==> config.mk <==
export PLATFORM = sky130hd
export DESIGN_NAME = bii_queue
export DESIGN_NICKNAME = d
export VERILOG_FILES = /design/src/bii_pkg.sv /design/src/bii_queue.sv
export SDC_FILE = /design/constraint.sdc
export NUM_CORES = 1
export LEC_CHECK = 0
export ABC_AREA = 1
export BUFFER_PORTS_ARGS = -buffer_cell sky130_fd_sc_hd__buf_4
export CAP_MARGIN = 5
export CELL_PAD_IN_SITES_DETAIL_PLACEMENT = 0
export CELL_PAD_IN_SITES_GLOBAL_PLACEMENT = 1
export CORE_ASPECT_RATIO = 0.7
export CORE_MARGIN = 2
export CORE_UTILIZATION = 41
export CTS_CLUSTER_DIAMETER = 40
export CTS_CLUSTER_SIZE = 8
export DETAILED_ROUTE_END_ITERATION = 10
export GPL_ROUTABILITY_DRIVEN = 1
export PLACE_DENSITY = 0.82
export SYNTH_ARGS = -nofsm -noshare
export SYNTH_HDL_FRONTEND = slang
export SYNTH_SLANG_ARGS = --single-unit
==> constraint.sdc <==
create_clock -name clk -period 15.1 [get_ports clk]
set_input_delay 0.755 -clock clk [delete_from_list [all_inputs] [get_ports clk]]
set_output_delay 0.755 -clock clk [all_outputs]
set_load 0.05 [all_outputs]
==> src/bii_pkg.sv <==
// bii_pkg: shared constants, codes and types for the box intersect index.
// No dependencies; all other files in src/ but bii_ram use its scoped names.
`default_nettype none

package bii_pkg;

  // table geometry
  localparam int CAPACITY    = 64;
  localparam int MAX_DIMS    = 4;
  localparam int COORD_W     = 32;
  localparam int ID_W        = 32;
  localparam int CNT_W       = $clog2(CAPACITY + 1);
  localparam int IDX_W       = (CAPACITY > 1) ? $clog2(CAPACITY) : 1;
  localparam int ND_W        = $clog2(MAX_DIMS + 1);

  // command queue between front and back
  localparam int QUEUE_DEPTH = 2;
  localparam int QPTR_W      = (QUEUE_DEPTH > 1) ? $clog2(QUEUE_DEPTH) : 1;
  localparam int QCNT_W      = $clog2(QUEUE_DEPTH + 1);

  // field widths fixed by the interface
  localparam int MODE_W      = 2;
  localparam int STATUS_W    = 3;
  localparam int CFG_W       = 3;
  localparam int APB_DATA_W  = 32;
  localparam int APB_ADDR_W  = 3;

  localparam logic [CFG_W-1:0] DIMS_RESET = 3'd2;

  // register indexes
  localparam logic REG_DIMS = 1'b0;

  // input modes
  localparam logic [MODE_W-1:0] MODE_BUILD  = 2'd0;
  localparam logic [MODE_W-1:0] MODE_APPEND = 2'd1;
  localparam logic [MODE_W-1:0] MODE_QUERY  = 2'd2;

  // result status codes
  localparam logic [STATUS_W-1:0] ST_ACCEPTED = 3'd0;
  localparam logic [STATUS_W-1:0] ST_MATCH    = 3'd1;
  localparam logic [STATUS_W-1:0] ST_NOMATCH  = 3'd2;
  localparam logic [STATUS_W-1:0] ST_REJECTED = 3'd3;
  localparam logic [STATUS_W-1:0] ST_FULL     = 3'd4;

  typedef logic [MAX_DIMS-1:0][COORD_W-1:0] coord_vec_t;

  typedef enum logic [1:0] {
    CMD_RESULT,   // single result word, status carried in the command
    CMD_APPEND,   // write one entry, then report accepted
    CMD_QUERY     // scan the table
  } cmd_kind_t;

  typedef struct packed {
    cmd_kind_t           kind;
    logic [STATUS_W-1:0] status;
    logic [ID_W-1:0]     id;
    logic [CNT_W-1:0]    slot;   // append: entry index; query: entry count
    logic [ND_W-1:0]     nd;
    coord_vec_t          lo;
    coord_vec_t          hi;
  } cmd_t;

  typedef struct packed {
    logic [ID_W-1:0] id;
    coord_vec_t      lo;
    coord_vec_t      hi;
  } entry_t;

  localparam int ENTRY_W = $bits(entry_t);

  typedef struct packed {
    logic full;
    logic empty;
  } q_status_t;

  typedef enum logic [1:0] {
    B_IDLE,
    B_SCAN,
    B_FLUSH
  } back_state_t;

endpackage

`default_nettype wire

==> src/bii_queue.sv <==
// bii_queue: short command queue between the front and back of the index.
// Depends on bii_pkg (cmd_t, q_status_t, queue sizing).
`default_nettype none

module bii_queue (
  input  logic              clk,
  input  logic              rst,
  input  logic              push,
  input  bii_pkg::cmd_t     push_cmd,
  input  logic              pop,
  output bii_pkg::cmd_t     head,
  output bii_pkg::q_status_t q_stat
);

  bii_pkg::cmd_t                   slots [bii_pkg::QUEUE_DEPTH];
  logic [bii_pkg::QPTR_W-1:0]      wr_ptr;
  logic [bii_pkg::QPTR_W-1:0]      rd_ptr;
  logic [bii_pkg::QCNT_W-1:0]      fill;

  function automatic logic [bii_pkg::QPTR_W-1:0] bump(input logic [bii_pkg::QPTR_W-1:0] p);
    bump = (p == bii_pkg::QPTR_W'(bii_pkg::QUEUE_DEPTH - 1)) ? '0 : p + 1'b1;
  endfunction

  assign q_stat.full  = (fill == bii_pkg::QCNT_W'(bii_pkg::QUEUE_DEPTH));
  assign q_stat.empty = (fill == '0);
  assign head         = slots[rd_ptr];

  always_ff @(posedge clk) begin
    if (push) begin
      slots[wr_ptr] <= push_cmd;
    end
  end

  always_ff @(posedge clk) begin
    if (rst) begin
      wr_ptr <= '0;
      rd_ptr <= '0;
      fill   <= '0;
    end else begin
      if (push) begin
        wr_ptr <= bump(wr_ptr);
      end
      if (pop) begin
        rd_ptr <= bump(rd_ptr);
      end
      if (push && !pop) begin
        fill <= fill + 1'b1;
      end else if (pop && !push) begin
        fill <= fill - 1'b1;
      end
    end
  end

endmodule

`default_nettype wire

==> summary.md <==
| Metric | Value |
|---|---|
| Vias | `approximately 11000` |
| Required @ worst endpoint | `approximately 14000 ps` |
| Top sig layer | `met5` |
| Final period utilization | `between 20% and 30%` |
| Crit. End Element | `output port` |
| CTS Buffer Depth | `3` |
| Mapped Nets | `around 1300` |
| Share of the synthesized area in the top cell type | `between 70% and 80%` |
| Max Cap Viol | `0` |
| Synth area leader | `edfxtp_1` |
| Clock latency on the worst-skew pair | `600 ps` |
| IR drop worst, VDD | `0.000129 V` |
| Initial antenna violation count | `2` |
| Final setup fails | `0` |
| Final wirelength | `between 50000 and 60000 um` |
| Clk_skew | `12.5 ps` |
| Final hold violation count | `0` |
| Actual slew at the worst max-slew pin | `1330 ps` |
| Total CTS buffers | `89` |
| Die W | `between 200 and 300 um` |
| Final Non-Filler Cells | `roughly 2400` |
| Area of the multi-input gates | `approximately 4500 um2` |
| Hold Path Class | `in2reg` |
| GPL Wtd Cong | `0.771` |
| CTS HTree Levels | `3` |
| Fmax | `0.255 GHz` |
| Vias per cell | `4.74` |
| Die ar. | `roughly 59000 um2` |
| GRT Total Usage | `around 17%` |
| Min-delay src | `push_cmd[299]` |
| Final worst-path setup slack | `about 11000 ps` |
| Synth top area cells | `edfxtp_1 78%, mux2_4 17%, mux2_2 1.6%` |
| Number of I/O port buffers | `611` |
| IO Pins | `612` |
| Max transition margin | `11.4%` |
| Root Buffer | `clkbuf_16` |
| Cells on worst reg2reg path | `4` |
| WHS Path Cells | `1` |
| Initial Util | `between 40% and 50%` |
| Antenna cells | `0` |
| Metal-1 WL | `~18000 um` |
| Final HPWL DP | `between 30000 and 40000 um` |
| CTS Hold Bufs | `0` |
| Hold EP | `slots[0][299]` |
| Post-synthesis cell area | `about 23000 um2` |
| Final slew viol count | `0` |
| Synth Area per Inst | `between 20 and 25 um2` |
| Area growth syn-to-layout | `33.0%` |
| Post-CTS setup buffer count | `0` |
| DR WL met2 | `roughly 26000 um` |
| Pwr Density | `between 100 and 150 nW/um2` |
| Final Instance Area | `30900 um2` |
| WP data arrival | `between 3000 and 4000 ps` |
| Fin nets | `1960` |
| RR Startpoint | `wr_ptr` |
| WL/cell | `roughly 21 um` |
| TritonCTS clock tree | `done` |
| Status | `finished, final reports clean` |
| Startpoint Class | `flip-flop` |
| Post-DRT Antenna Nets | `0` |
| DRC violations left | `0` |
| Flops & latches, synth | `611` |
| Clk slew on worst S/H paths | `approximately 50 ps` |
| DP Area | `around 28000 um2` |
| Setup_tns | `0 ps` |
| Vias in the first global route | `~12000` |
| Initial drt markers | `between 700 and 800` |
| Die Span Y | `between 200 and 250 um` |
| Met3 routed WL | `about 5600 um` |
| Pin count of the biggest net entering global routing | `between 150 and 200` |
| Placed cells | `about 2300` |
| Leak Pwr | `about 12 nW` |
| Core footprint | `~56000 um2` |
| WS Path Type | `reg2out` |
| Sink Count | `611` |
| # resized after CTS | `0` |
| Flop-to-flop setup slack | `between 10000 and 15000 ps` |
| Dpl ws | `roughly 11000 ps` |
| Fill count | `between 4000 and 5000` |
| Unique masters post-synth | `17` |
| Hold slack | `roughly 330 ps` |
| Total gr overflow | `0` |
| DRT Pass-1 Iters | `4` |
| Core Rows | `a little over 70` |
| Fraction of layout cells with a size suffix above 1 | `61.0%` |
| Worst reg2reg path endpoint | `slots[1][156]` |
| Synth warnings | `0` |
| First-pass GRT wire length | `slightly above 70000 um` |
| Post-synthesis sequential area ratio | `around four fifths` |
| RSZ-0062 raised after global routing | `no` |
| Worst-path fanout max | `123` |
| Crit path time final | `about 4000 ps` |
| Post-synthesis cell count | `slightly below 1000` |
| Reg area | `18300 um2` |
worst max-delay path by stage:
stage / start / endpoint / slack, ps / cells after the start
after global placement: push / slots[1][129] / 11370 / 5
after floorplan: push / slots[0][0] / 670 / 2
after detailed placement: push / slots[1][179] / 11340 / 5
after CTS: flip-flop / head[123] / 11170 / 3
final: flip-flop / head[160] / 11180 / 3
after global routing: flip-flop / head[160] / 11040 / 3
cells in the mapped netlist:
cell type / instances
a21oi_1: 1
buf_2: 3
buf_6: 30
buf_8: 1
dfxtp_1: 5
edfxtp_1: 606
ha_1: 1
inv_1: 9
mux2_2: 33
mux2_4: 270
nand2_1: 5
nand3_1: 1
nand4_1: 1
nor2_1: 7
nor3_1: 1
o21ai_0: 1
xnor2_1: 1
cells in the final DEF, fill, tap and decap left out, types with 3 or more instances in the layout:
| cell | n |
|---|---|
| buf_12 | 3 |
| buf_4 | 616 |
| clkbuf_1 | 14 |
| clkbuf_16 | 89 |
| clkinv_1 | 3 |
| clkinv_2 | 3 |
| dfxtp_1 | 4 |
| edfxtp_1 | 606 |
| inv_1 | 8 |
| inv_16 | 4 |
| mux2_2 | 33 |
| mux2_4 | 270 |
| nand2_1 | 5 |
| nor2_1 | 6 |
sequential cells by signal (all words and copies together) (netlist names), named ones only:
| signal | flops |
|---|---|
| rd_ptr | 1 |
| fill | 2 |
| wr_ptr | 1 |
| slots | 606 |
critical path, cell delays in order, from the launching register on:
cell and delay (ps):
dfxtp_4 1000, buf_12 600, mux2_4 380, buf_4 200
layout make-up:
type / count / area share (%)
Clock buffer: 103 / 7.38
Clock inverter: 12 / 0.397
Inverter: 9 / 0.134
Multi-Input combinational cell: 322 / 14.7
Sequential cell: 611 / 59.3
Tap cell: 740 / 3.00
Timing Repair Buffer: 619 / 15.2
cell families after synthesis:
logic type	after synthesis	synth area share, %
DFF	611	78.8
buffers and inverters	43	1.73
adders and majority gates	1	0.0539
and+or+nand+nor	15	0.264
muxes	303	19.1
AOI/OAI and AO/OA	2	0.0431
xor gates and xnor gates	1	0.0377
stage by stage:
step	utilization [%]	power [mW]
final	55.6	4.50
after global routing	55.6	4.64
after CTS	55.6	4.54
after detailed placement	51.2	2.81
after global placement	51.2	2.80
after floorplan	-	2.60
power breakdown:
group / switching (mW) / internal [mW] / leakage, nW / total (mW)
Sequential: 0.0290 / 1.97 / 5.73 / 2.00
Combinational: 0.478 / 0.294 / 5.22 / 0.772
Clock: 0.668 / 1.05 / 1.17 / 1.72
routing by layer:
layer  GRT usage [%]  vias to the layer above
li1                -                     5221
met1            18.1                     5692
met2            28.4                      458
met3            7.70                       88
met4            5.74                        4
met5               0                        -
Note: power is estimated with default switching activity, not from simulation.
