[config.mk]
export PLATFORM = sky130hd
export DESIGN_NAME = bii_front
export DESIGN_NICKNAME = d
export VERILOG_FILES = /design/src/bii_pkg.sv /design/src/bii_front.sv
export SDC_FILE = /design/constraint.sdc
export NUM_CORES = 1
export LEC_CHECK = 0
export BUFFER_PORTS_ARGS = -buffer_cell sky130_fd_sc_hd__buf_2
export CORE_AREA = 4 4 230 232
export DETAILED_ROUTE_END_ITERATION = 10
export DIE_AREA = 0 0 234 236
export SYNTH_ARGS = -nofsm -noshare
export SYNTH_HDL_FRONTEND = slang
export SYNTH_SLANG_ARGS = --single-unit
[constraint.sdc]
create_clock -name clk -period 6.4 [get_ports clk]
set_input_delay 0.96 -clock clk [delete_from_list [all_inputs] [get_ports clk]]
set_output_delay 0.96 -clock clk [all_outputs]
set_load 0.03 [all_outputs]
[src/bii_pkg.sv]
// bii_pkg: shared constants, codes and types for the box intersect index.
// No dependencies; all other files in src/ but bii_ram use its scoped names.
`default_nettype none

package bii_pkg;

  // table geometry
  localparam int CAPACITY    = 64;
  localparam int MAX_DIMS    = 4;
  localparam int COORD_W     = 32;
  localparam int ID_W        = 32;
  localparam int CNT_W       = $clog2(CAPACITY + 1);
  localparam int IDX_W       = (CAPACITY > 1) ? $clog2(CAPACITY) : 1;
  localparam int ND_W        = $clog2(MAX_DIMS + 1);

  // command queue between front and back
  localparam int QUEUE_DEPTH = 2;
  localparam int QPTR_W      = (QUEUE_DEPTH > 1) ? $clog2(QUEUE_DEPTH) : 1;
  localparam int QCNT_W      = $clog2(QUEUE_DEPTH + 1);

  // field widths fixed by the interface
  localparam int MODE_W      = 2;
  localparam int STATUS_W    = 3;
  localparam int CFG_W       = 3;
  localparam int APB_DATA_W  = 32;
  localparam int APB_ADDR_W  = 3;

  localparam logic [CFG_W-1:0] DIMS_RESET = 3'd2;

  // register indexes
  localparam logic REG_DIMS = 1'b0;

  // input modes
  localparam logic [MODE_W-1:0] MODE_BUILD  = 2'd0;
  localparam logic [MODE_W-1:0] MODE_APPEND = 2'd1;
  localparam logic [MODE_W-1:0] MODE_QUERY  = 2'd2;

  // result status codes
  localparam logic [STATUS_W-1:0] ST_ACCEPTED = 3'd0;
  localparam logic [STATUS_W-1:0] ST_MATCH    = 3'd1;
  localparam logic [STATUS_W-1:0] ST_NOMATCH  = 3'd2;
  localparam logic [STATUS_W-1:0] ST_REJECTED = 3'd3;
  localparam logic [STATUS_W-1:0] ST_FULL     = 3'd4;

  typedef logic [MAX_DIMS-1:0][COORD_W-1:0] coord_vec_t;

  typedef enum logic [1:0] {
    CMD_RESULT,   // single result word, status carried in the command
    CMD_APPEND,   // write one entry, then report accepted
    CMD_QUERY     // scan the table
  } cmd_kind_t;

  typedef struct packed {
    cmd_kind_t           kind;
    logic [STATUS_W-1:0] status;
    logic [ID_W-1:0]     id;
    logic [CNT_W-1:0]    slot;   // append: entry index; query: entry count
    logic [ND_W-1:0]     nd;
    coord_vec_t          lo;
    coord_vec_t          hi;
  } cmd_t;

  typedef struct packed {
    logic [ID_W-1:0] id;
    coord_vec_t      lo;
    coord_vec_t      hi;
  } entry_t;

  localparam int ENTRY_W = $bits(entry_t);

  typedef struct packed {
    logic full;
    logic empty;
  } q_status_t;

  typedef enum logic [1:0] {
    B_IDLE,
    B_SCAN,
    B_FLUSH
  } back_state_t;

endpackage

`default_nettype wire

[src/bii_front.sv]
// bii_front: accepts words, checks boxes, tracks table fill and build state,
// and turns each word but mode 3 into a back command. Depends on bii_pkg.
`default_nettype none

module bii_front (
  input  logic                          clk,
  input  logic                          rst,
  input  logic                          start,
  input  bii_pkg::q_status_t            q_stat,
  input  logic [bii_pkg::MODE_W-1:0]    mode,
  input  logic [bii_pkg::ID_W-1:0]      entry_id,
  input  bii_pkg::coord_vec_t           lo,
  input  bii_pkg::coord_vec_t           hi,
  input  logic [bii_pkg::ND_W-1:0]      nd,
  output logic                          push,
  output bii_pkg::cmd_t                 push_cmd
);

  logic [bii_pkg::CNT_W-1:0] count;
  logic [bii_pkg::CNT_W-1:0] count_next;
  logic                      failed;
  logic                      failed_next;
  logic                      accept;
  logic                      inverted;

  assign accept = start && !q_stat.full;

  // low > high in any dimension that is compared
  always_comb begin
    inverted = 1'b0;
    for (int d = 0; d < bii_pkg::MAX_DIMS; d++) begin
      if ((bii_pkg::ND_W'(d) < nd) && ($signed(lo[d]) > $signed(hi[d]))) begin
        inverted = 1'b1;
      end
    end
  end

  always_comb begin
    push            = 1'b0;
    count_next      = count;
    failed_next     = failed;
    push_cmd.kind   = bii_pkg::CMD_RESULT;
    push_cmd.status = bii_pkg::ST_ACCEPTED;
    push_cmd.id     = entry_id;
    push_cmd.slot   = count;
    push_cmd.nd     = nd;
    push_cmd.lo     = lo;
    push_cmd.hi     = hi;
    if (accept) begin
      unique case (mode)
        bii_pkg::MODE_BUILD: begin
          push        = 1'b1;
          count_next  = '0;
          failed_next = 1'b0;
        end
        bii_pkg::MODE_APPEND: begin
          push = 1'b1;
          priority if (failed) begin
            push_cmd.status = bii_pkg::ST_REJECTED;
          end else if (inverted) begin
            push_cmd.status = bii_pkg::ST_REJECTED;
            count_next      = '0;
            failed_next     = 1'b1;
          end else if (count >= bii_pkg::CNT_W'(bii_pkg::CAPACITY)) begin
            push_cmd.status = bii_pkg::ST_FULL;
          end else begin
            push_cmd.kind = bii_pkg::CMD_APPEND;
            count_next    = count + 1'b1;
          end
        end
        bii_pkg::MODE_QUERY: begin
          push = 1'b1;
          if ((count == '0) || inverted) begin
            push_cmd.status = bii_pkg::ST_NOMATCH;
          end else begin
            push_cmd.kind = bii_pkg::CMD_QUERY;
          end
        end
        default: begin
          push = 1'b0;   // unused mode: no result, no state change
        end
      endcase
    end
  end

  always_ff @(posedge clk) begin
    if (rst) begin
      count  <= '0;
      failed <= 1'b0;
    end else begin
      count  <= count_next;
      failed <= failed_next;
    end
  end

endmodule

`default_nettype wire

==> results.md <==
* Inserted Clock Buffers at 3
* Layout net count at 1,519
* CTS tree: built
* Row Count at 83
* Total negative slack at 0 ns
* First-pass GRT wire length at 35.5 mm
* Die footprint at 55,200 um^2
* Hold Path Stages at 2
* Chip Height at ~240 um
* Share of layout cells above drive strength 1 at 50.0%
* Worst EP arrival at 4.23 ns
* Core area at 51,000 um^2
* Slowest CP cell: a221oi_1
* Reg2reg start: failed$_SDFFE_PP0P_
* Power Dens Cells at 101 nW/um^2
* Post-cts repair resize count at 0
* GR Util met2 at approximately 16%
* Largest stage delay on the critical path at roughly 0.64 ns
* Most frequent CP cell: buf_2
* Slew Limit Fails at 0
* Most Crowded Layer GR: met2
* Peak VDD IR at roughly 0.000086 V
* Commonest non-fill, non-tap cell in the layout: buf_2
* CP Cell Sequence: buf_2 > ha_1 > a21oi_1 > o21ai_0 > a221oi_1 > nor3b_1 > nor4_1 > mux2_1 > and4_1 > nand2_1 > nor3_1 > buf_2
* Worst path depth at 12
* Worst rel slew slack at between 50% and 60%
* Final setup vio count at 0
* Max Fanout on Critical Path at 15
* PortBufs at roughly 540
* DR DRC count at 0
* Final HPWL DP at 25.4 mm
* Routed WL at 26.7 mm
* Worst Reg2Reg Path Length in Cells at 5
* Mapped cell area at 6160 um^2
* Most area-consuming cells after synthesis: buf_4 (36%), ha_1 (27%), inv_1 (8.5%), a21oi_1 (4.4%), nand4_1 (3.0%)
* Filler cell count at 5,931
* Post-route ant nets at 0
* Clock tree buffer depth at 2
* Clk sinks at 8
* Tmin final at 5.19 ns
* Worst Path Class, Setup: input port to output pin
* Main synth FF type: dfxtp_1
* Syn nets at 1,275
* Sequential element share of the synthesized area at about 2.6%
* CP endpoint kind: output pin
* Grt met1 use at 9.88%
* Vias per cell at 3.51
* Max Cap Viol at 0
* Worst min path class: flip-flop to flip-flop
* Grt total ovfl at 0
* Static Leakage at 4.51 nW
* Post-Layout Cell Count at ~1,800
* Yosys warning count at 0
* Post-synth cell types at 42
* Fmax at 0.193 GHz
* Req. time, crit path at between 5 and 6 ns
* GRT Overall Usage at 8.69%
* WP buf/inv at 2
* Cell count after synthesis at 843
* Root Driver: clkbuf_16
* Die W at 234 um
* Setup Fix Bufs, Post-CTS at 0
* Clk Latency, worst-skew pair at 0.23 ns
* Area Overhead vs Synth at 22.8%
* Post-synth EDFFs at 0
* Slew @ Worst Pin at 0.663 ns
* Initial antenna violation count at 10
* Drt wl/cell at 15.1 um
* Hold Vio Cnt, Final at 0
* Clk pin slew, worst setup/hold paths at 0.04 ns
* Clock skew at about 0.00046 ns
* Global Route met3 Usage at between 1 and 1.5%
* Starting density of the core at 12.1%
* Yosys reg bits at 8
* Vias in the first global route at ~6,000
* Top delay family on crit path: simple AND/OR/NAND/NOR gates
* Top-area cell type share of the netlist area at 35.6%
* H-tree levels at 1
* Async SR Flop Fraction at 0%
* RSZ-0062 raised after global routing: false
* Fin crit share at around four fifths
* Largest net degree at the start of global routing at 16
* IO Count at 602
* Type of origin of the critical path: input port
* Placed Area at roughly 7500 um^2
* Synth area leader: buf_4
* Dpl cells at 1,762
* Hold Buf Count CTS at 0
* Via count at 6,214
* Number of detailed-route iterations in the first pass at 4
* Initial drt markers at between 150 and 200
* Crit path launch: lo[7]
* Syn avg cell area at 7.30 um^2
* Gp weighted congestion at around 0.85
* Status: completed
* Final Cell Area at roughly 7600 um^2
* Most frequent cells in the layout: buf_2 (536), inv_1 (140), ha_1 (134)
* Critical hold path startpoint: count[4]$_SDFFE_PP0P_
-- worst reg2reg max path, cell delays in order, from the launching register on --
cell	delay, ns
dfxtp_1	0.32
o21ai_0	0.24
nand2_1	0.32
nor4_1	0.34
o211ai_1	0.11
a21oi_1	0.17
-- synthesized netlist by cell type (3+ instances only) --
cell,count
clkbuf_1,3
inv_1,140
nor3_1,10
nor2_1,15
o21a_1,5
buf_4,292
a31oi_1,7
ha_1,134
nand2_1,32
nand3b_1,4
o21ai_0,8
nor2b_1,8
o211ai_1,7
a221o_1,5
nand3_1,23
a21oi_1,54
nor4_1,10
a21o_1,13
and4_1,5
dfxtp_1,8
and3_1,3
nand4_1,30
-- worst paths after layout --
| check | slack (ns) | to |
|---|---|---|
| worst min-delay path | 0.54 | count[4]$_SDFFE_PP0P_ |
| worst min register to register | 0.54 | count[4]$_SDFFE_PP0P_ |
| worst max register to register | 4.82 | count[3]$_SDFFE_PP0P_ |
| worst max-delay path | 1.21 | push_cmd[301] |
-- state kept, by name (all words and copies together), names as in the netlist --
name and flops:
count 7, failed 1
-- logic make-up after synthesis --
family                     Yosys count  share of synthesized area (%)
buffers and inverters              437                           44.6
AOI/OAI and AO/OA                  117                           12.8
muxes                                1                          0.183
adders and majority gates          134                           27.2
and+or+nand+nor                    146                           12.6
DFF                                  8                           2.60
-- layer usage --
layer  part of all wire (%)  up-vias  wire [um]
met5                      0        -          0
met4                    5.0        0       1340
met3                    8.1       45       2160
met2                     48      436      12800
met1                     39     2697      10300
li1                       -     3036          -
-- power by group --
group | internal, W | switching (W) | total, W | leakage, nW
sequential | 0.0000504 | 0.000000305 | 0.0000507 | 0.0645
clock | 0.0000805 | 0.0000239 | 0.000104 | 0.0370
combinational | 0.000205 | 0.000404 | 0.000609 | 4.41
-- stage by stage --
stage	hold WS (ns)	util, %	setup WS (ns)	power (W)
after floorplan	0.549	-	2.00	0.000556
after detailed placement	0.527	14.7	0.987	0.000670
after global placement	0.525	14.7	1.05	0.000669
after global routing	0.564	14.8	0.743	0.000830
final	0.536	14.8	1.21	0.000764
after CTS	0.532	14.8	0.962	0.000779
-- layout make-up --
type	count	area (um^2)	area share, %
multi-input cells	398	3250	43.0
repair buffers	536	2680	35.5
well taps	680	851	11.3
inverters	140	526	6.95
flip-flops and latches	8	160	2.12
clock buffers	3	75.1	0.993
diodes	5	12.5	0.166
(Power assumes the default switching activity.)
